## src/hw/rtl/kmr_pkg.sv

```systemverilog
// shared types and constants for the keystroke macro recorder
package kmr_pkg;

    localparam int unsigned DEPTH_DEFAULT = 256;
    localparam int unsigned KEY_W         = 16;
    localparam int unsigned ENTRY_W       = 2 * KEY_W;
    localparam int unsigned REPEAT_W      = 4;

    localparam logic [7:0]          DIGIT_ZERO     = 8'h30;
    localparam logic [7:0]          DIGIT_NINE     = 8'h39;
    localparam logic [REPEAT_W-1:0] REPEAT_DEFAULT = 4'd1;

    typedef enum logic [2:0] {
        OP_KEY        = 3'd0,
        OP_REC_START  = 3'd1,
        OP_REC_STOP   = 3'd2,
        OP_PLAY_START = 3'd3,
        OP_PLAY_TICK  = 3'd4
    } kmr_op_t;

    typedef enum logic [1:0] {
        ERR_NONE      = 2'd0,
        ERR_NOT_DIGIT = 2'd1,
        ERR_FULL      = 2'd2
    } kmr_err_t;

    typedef struct packed {
        logic     pass_key;
        logic     key_valid;
        kmr_err_t error_code;
        logic     recording;
        logic     playing;
    } kmr_result_t;

    typedef struct packed {
        logic wr_en;
        logic rd_en;
    } kmr_mem_ctl_t;

endpackage

```

## src/hw/rtl/kmr_ctrl.sv

```systemverilog
// record and playback control state with store access requests
module kmr_ctrl #(
    parameter int unsigned DEPTH = kmr_pkg::DEPTH_DEFAULT,
    parameter int unsigned AW    = $clog2(DEPTH),
    parameter int unsigned CW    = $clog2(DEPTH + 1)
) (
    input  logic                        clk,
    input  logic                        rst_n,
    input  logic                        accept,
    input  logic [2:0]                  opcode,
    input  logic [kmr_pkg::KEY_W-1:0]   key_state,
    input  logic [kmr_pkg::KEY_W-1:0]   key_code,
    output kmr_pkg::kmr_result_t        result,
    output kmr_pkg::kmr_mem_ctl_t       mem_ctl,
    output logic [AW-1:0]               wr_addr,
    output logic [kmr_pkg::ENTRY_W-1:0] wr_data,
    output logic [AW-1:0]               rd_addr
);
    import kmr_pkg::*;

    logic                record_active_reg, record_active_next;
    logic                play_active_reg, play_active_next;
    logic                store_present_reg, store_present_next;
    logic                awaiting_reg, awaiting_next;
    logic [CW-1:0]       stored_count_reg, stored_count_next;
    logic [REPEAT_W-1:0] repeat_total_reg, repeat_total_next;
    logic [CW-1:0]       play_position_reg, play_position_next;
    logic [REPEAT_W-1:0] pass_number_reg, pass_number_next;

    logic [7:0] key_char;
    logic       is_digit;

    assign key_char = key_code[7:0];
    assign is_digit = (key_char >= DIGIT_ZERO) && (key_char <= DIGIT_NINE);
    assign wr_addr  = stored_count_reg[AW-1:0];
    assign wr_data  = {key_state, key_code};
    assign rd_addr  = play_position_reg[AW-1:0];

    always_comb
    begin
        record_active_next = record_active_reg;
        play_active_next   = play_active_reg;
        store_present_next = store_present_reg;
        awaiting_next      = awaiting_reg;
        stored_count_next  = stored_count_reg;
        repeat_total_next  = repeat_total_reg;
        play_position_next = play_position_reg;
        pass_number_next   = pass_number_reg;
        result             = '0;
        mem_ctl            = '0;

        unique case (kmr_op_t'(opcode))
            OP_KEY:
            begin
                if (!record_active_reg)
                begin
                    result.pass_key = 1'b1;
                end
                else if (awaiting_reg)
                begin
                    if (is_digit)
                    begin
                        repeat_total_next = key_char[REPEAT_W-1:0];
                        awaiting_next     = 1'b0;
                    end
                    else
                    begin
                        record_active_next = 1'b0;
                        result.error_code  = ERR_NOT_DIGIT;
                    end
                end
                else
                begin
                    result.pass_key = 1'b1;
                    if (stored_count_reg < CW'(DEPTH))
                    begin
                        mem_ctl.wr_en     = accept;
                        stored_count_next = stored_count_reg + CW'(1);
                    end
                    else
                    begin
                        record_active_next = 1'b0;
                        result.error_code  = ERR_FULL;
                    end
                end
            end
            OP_REC_START:
            begin
                store_present_next = 1'b1;
                record_active_next = 1'b1;
                play_active_next   = 1'b0;
                awaiting_next      = 1'b1;
                stored_count_next  = '0;
                repeat_total_next  = REPEAT_DEFAULT;
                play_position_next = '0;
            end
            OP_REC_STOP:
            begin
                record_active_next = 1'b0;
            end
            OP_PLAY_START:
            begin
                if (store_present_reg)
                begin
                    play_position_next = '0;
                    pass_number_next   = '0;
                    record_active_next = 1'b0;
                    play_active_next   = 1'b1;
                end
            end
            OP_PLAY_TICK:
            begin
                if (play_active_reg)
                begin
                    if (pass_number_reg < repeat_total_reg)
                    begin
                        if (play_position_reg < stored_count_reg)
                        begin
                            mem_ctl.rd_en      = accept;
                            result.key_valid   = 1'b1;
                            play_position_next = play_position_reg + CW'(1);
                        end
                        else
                        begin
                            play_position_next = '0;
                            pass_number_next   = pass_number_reg + REPEAT_W'(1);
                        end
                    end
                    else
                    begin
                        play_active_next = 1'b0;
                    end
                end
            end
            default:
            begin
            end
        endcase

        result.recording = record_active_next;
        result.playing   = play_active_next;
    end

    always_ff @(posedge clk or negedge rst_n)
    begin
        if (!rst_n)
        begin
            record_active_reg <= 1'b0;
            play_active_reg   <= 1'b0;
            store_present_reg <= 1'b0;
            awaiting_reg      <= 1'b0;
            stored_count_reg  <= '0;
            repeat_total_reg  <= REPEAT_DEFAULT;
            play_position_reg <= '0;
            pass_number_reg   <= '0;
        end
        else if (accept)
        begin
            record_active_reg <= record_active_next;
            play_active_reg   <= play_active_next;
            store_present_reg <= store_present_next;
            awaiting_reg      <= awaiting_next;
            stored_count_reg  <= stored_count_next;
            repeat_total_reg  <= repeat_total_next;
            play_position_reg <= play_position_next;
            pass_number_reg   <= pass_number_next;
        end
    end

    a_count_bound: assert property (@(posedge clk) disable iff (!rst_n)
        stored_count_reg <= CW'(DEPTH))
        else $error("stored count beyond store depth");

    a_position_bound: assert property (@(posedge clk) disable iff (!rst_n)
        play_position_reg <= stored_count_reg)
        else $error("play position beyond stored count");

    a_pass_key_op: assert property (@(posedge clk) disable iff (!rst_n)
        accept && (opcode != OP_KEY) |-> !result.pass_key)
        else $error("pass_key set for a non key request");

endmodule

```

## config.mk

```make
export PLATFORM = sky130hd
export DESIGN_NAME = kmr_ctrl
export DESIGN_NICKNAME = d
export VERILOG_FILES = /design/src/hw/rtl/kmr_pkg.sv /design/src/hw/rtl/kmr_ctrl.sv
export SDC_FILE = /design/constraint.sdc
export NUM_CORES = 1
export LEC_CHECK = 0
export ABC_AREA = 0
export BUFFER_PORTS_ARGS = -buffer_cell sky130_fd_sc_hd__buf_2
export CORE_ASPECT_RATIO = 1.75
export CORE_MARGIN = 2
export CORE_UTILIZATION = 49
export DETAILED_ROUTE_END_ITERATION = 8
export PLACE_DENSITY = 0.79
export SKIP_CTS_REPAIR_TIMING = 1
export SYNTH_ARGS = -nofsm -noshare
export SYNTH_HDL_FRONTEND = slang
export SYNTH_SLANG_ARGS = --single-unit
```

## constraint.sdc

```tcl
create_clock -name clk -period 2.7 [get_ports clk]
set_clock_uncertainty 0.2 [all_clocks]
set_input_delay 0.405 -clock clk [delete_from_list [all_inputs] [get_ports clk]]
set_output_delay 0.405 -clock clk [all_outputs]
set_load 0.05 [all_outputs]
```

; ---- After elaboration in Yosys (flattened, before gate mapping)
; Cells that the tools add are included.
; Widths: inputs -> output; s select.
[totals]
regBits = 30
inputBits = 38
out_inout_bits = 56
[classes]
addsub = 3
order_cmp = 5
n_eq_ne = 13
n_mux = 52
n_reduce_logical = 11
[op_table]
columns = cell, n
row1 = $mux 9, 7
row2 = $mux 4, 7
row3 = $mux 1, 27
row4 = $pmux 9 s3, 1
row5 = $add 9x1->9 const B, 2
row6 = $ne 2x2->1 const B, 9
row7 = $pmux 9 s2, 1
row8 = $pmux 4 s2, 2
row9 = $reduce_and 5->1, 3
row10 = $lt 9x9->1, 1
row11 = $lt 9x9->1 const B, 1
row12 = $ge 8x6->1 const B, 1
row13 = $le 8x6->1 const B, 1
row14 = $mux 2, 4
row15 = $eq 3x2->1 const B, 2
row16 = $reduce_and 6->1, 1
row17 = $add 4x1->4 const B, 1
row18 = $lt 4x4->1, 1
row19 = $pmux 1 s4, 1
row20 = $reduce_bool 2->1, 2
row21 = $eq 3x1->1 const B, 1
row22 = $eq 3x3->1 const B, 1
row23 = $logic_not 3->1, 1
row24 = $pmux 1 s3, 1
row25 = other kinds (5), 5

; ---- Logic depth before layout (Yosys ltp)
[logic_depth]
depth_word = 6
depth_mapped = 8
ltp_nobuf = 8

; ---- Worst setup path after synthesis
; Ideal clock, no wire load.
[synth_timing]
path_type = reg2out
startpoint = reg stored_count_reg[4]
endpoint = out result[4] in the netlist's numbering
t_arrival_ps = 2137
required_time_ps = 2095
slack_ps = -42
stages_incl_launch_ff = 7
path_buffers = 0
path_cell_list = dfrtp_1 > inv_1 > ha_1 > a211oi_1 > o211ai_1 > a2111oi_4 > and3_1
[synth_lines]
columns = item, line_no
row1 = from (decl), kmr_ctrl.sv:25  ; logic [CW-1:0] stored_count_reg, stored_count_next;
row2 = from (signal assigned), kmr_ctrl.sv:163  ; stored_count_reg <= stored_count_next;
row3 = to (decl), kmr_ctrl.sv:13  ; output kmr_pkg::kmr_result_t result,

==> results.cfg <==
[clocking]
clockBufferDepth = 2
cts_root_buf = clkbuf_8
htreeDepth = 2
clkLatencyLatePin_ns = 0.28
cts_tree = done
cts_sinks = 30
clk_pin_slew_ns = 0.07
cts_made_buffers = 5

[worst_setup_path]
path_cells = inv_1, ha_1, a21oi_1, o21ai_1, a2111oi_4, and3_4, buf_8
reg2reg_to = pass_number_reg[2]
crit_buf_inv = 2
crit_arrival_ns = 2.15
critPathMaxFanout = 3
worstPathRequired_ns = 2.10
cpPeakStageDelay_ns = 0.40
cp_slowest_cell = dfrtp_1
crit_type = flip-flop to output pin
r2r_slack_ns = 0.28
cp-end-kind = output pin
rr_startpoint = stored_count_reg[2]
ff2ff_path_depth = 9
critPathLaunchType = flip-flop
crit_family = compound AO/OA/AOI/OAI gates

[synthesis]
synth_top_cell_by_area = dfrtp_1
ys.flop_type = dfrtp_1
synth_warnings = 0
synth.top_cell.area_share_pct = 30.7
netlist_instances = 270
syn_area_per_cell_um2 = 8.74
syn_nets = 322
ys_seq_elements = 30
synth_edf_count = 0
syn_area_um2 = 2360
seq_area_frac_synth_pct = 31.8
async_flop_share_pct = 100
synth_area_leaders = dfrtp_1, buf_4, ha_1
synth_most_common_cell = buf_4
synthTopCellsByCount = buf_4, dfrtp_1, inv_1
yosys.cell_types.count = 55

[routing]
routedWlPerCell_um = 15.5
drc = 0
drt_first_iter_violations = 70
vias_per_cell = 5.81
dr_total_vias = 1945
ant_nets = 0
drt_first_pass_iters = 4
wl_mm = 5.20

[sta]
hold_viol = 29
finalCriticalPeriod_ns = 2.76
slew_headroom_pct = 49.7
tightest_slew_ns = 0.751
fmax_ghz = 0.363
fin_crit_sh_pct = 102
fin_worst_hold_slack_ns = -0.0457
setup_violations = 2
setup-tns-final_ns = -0.0683
setup_slack_ns = -0.0554
slew_viol_final = 0
rsz0062_at_grt = true

[power]
leakage_nw = 1.19
p_per_area_nw_per_um2 = 519
vdd_drop_max_mv = 0.318

[job]
cap_violations = 0

[die]
start_util_pct = 50.6
core_area_um2 = 4670
placementRows = 33
die_x_um = 56.5
die-height_um = 95.8
io_pins = 94
die-area_um2 = 5410

[grt]
overflow = 0
antenna_found_initial = 0
track_usage_pct = 20.1
grt_pass1_wl_mm = 8.42
grt_max_degree = 31
grt_pass1_vias = 1882

[run_status]
outcome = complete, but fails checks
violations = negative hold slack, negative setup slack

[min_path]
hold_class = primary input to asynchronous set/reset pin

[placed_design]
dp_hpwl_mm = 3.92
place_congestion = 0.794
io_buffers = 45
place_ws_ns = 0.0998

[cells_and_area]
antenna_cells = 0
fillCellCount = 441
drive_above_1_share_pct = 30.0
nets = 334
area_delta_synth_final_pct = 5.03
worst reg2reg max path: stages, from the launching register on:
cell and delay (ns):
dfrtp_1 0.39, inv_1 0.09, ha_1 0.30, nand2_1 0.05
o211ai_1 0.31, buf_4 0.18, a21oi_2 0.05, buf_4 0.17
or4b_1 0.52, o211ai_2 0.07
area by class of cell:
cell class / instances / area [um2] / area share, %
timing repair buffer: 58 / 342 / 13.8
inverter: 23 / 90.1 / 3.63
tap: 52 / 65.1 / 2.62
clock buffer: 7 / 86.3 / 3.48
clock inverter: 1 / 5.00 / 0.202
sequential: 30 / 753 / 30.4
multi-input combinational: 164 / 1140 / 45.9
placed cells by master, fill, tap and decap left out, types with 10 or more instances in the layout:
cell type and instances:
inv_1 21, ha_1 12, buf_4 14, dfrtp_1 28, a21oi_1 10, buf_2 42
nand2_1 20, nor2_1 20, nand3_1 12
stage by stage:
| step | hold WS (ns) | total power, W | utilization (%) | cell area (um2) | instances |
|---|---|---|---|---|---|
| 6_report | -0.0457 | 0.00129 | 53.2 | 2480 | 335 |
| 3_5_place_dp | 0.299 | 0.000908 | 49.4 | 2300 | 322 |
| 4_1_cts | -0.00488 | 0.00129 | 51.3 | 2390 | 330 |
| 3_3_place_gp | 0.295 | 0.000893 | 49.4 | 2300 | 322 |
| 2_1_floorplan | -0.0906 | 0.000926 | - | 2360 | 270 |
| 5_1_grt | 0.0234 | 0.00136 | 53.2 | 2480 | 335 |
where the power goes:
part	internal [W]	total, W	switching (W)
clock network	0.000206	0.000384	0.000179
logic	0.000128	0.000346	0.000218
registers	0.000505	0.000558	0.0000526
total	0.000839	0.00129	0.000449
cell families (layout without fill, tap and decap cells):
family,after synthesis,count (layout),share of synthesized area [%]
compound gates,57,57,18.1
xor+xnor,5,5,1.85
fa+ha+maj,14,14,7.42
buf+inv,76,89,21.0
flops,30,30,31.8
mux,3,3,1.27
simple gates,85,85,18.5
routing by layer:
metal | GRT usage (%) | part of all wire, % | vias up
met4 | 12.1 | 3.3 | 0
met2 | 37.4 | 54 | 60
li1 | - | - | 926
met3 | 3.76 | 4.1 | 15
met1 | 20.4 | 39 | 944
met5 | 0 | 0 | -
how the worst max path moves through the flow:
stage / start / to / slack (ns) / cells after the start
floorplan: opcode[1] / mem_ctl[1] / 0.04 / 4
global placement: stored_count_reg[4] / result[4] / 0.18 / 7
detailed placement: stored_count_reg[4] / result[4] / 0.1 / 7
CTS: stored_count_reg[4] / result[4] / -0.22 / 7
global route: stored_count_reg[8] / result[4] / -0.19 / 7
finish: stored_count_reg[8] / result[4] / -0.06 / 7
Note: power is estimated with default switching activity, not from simulation.
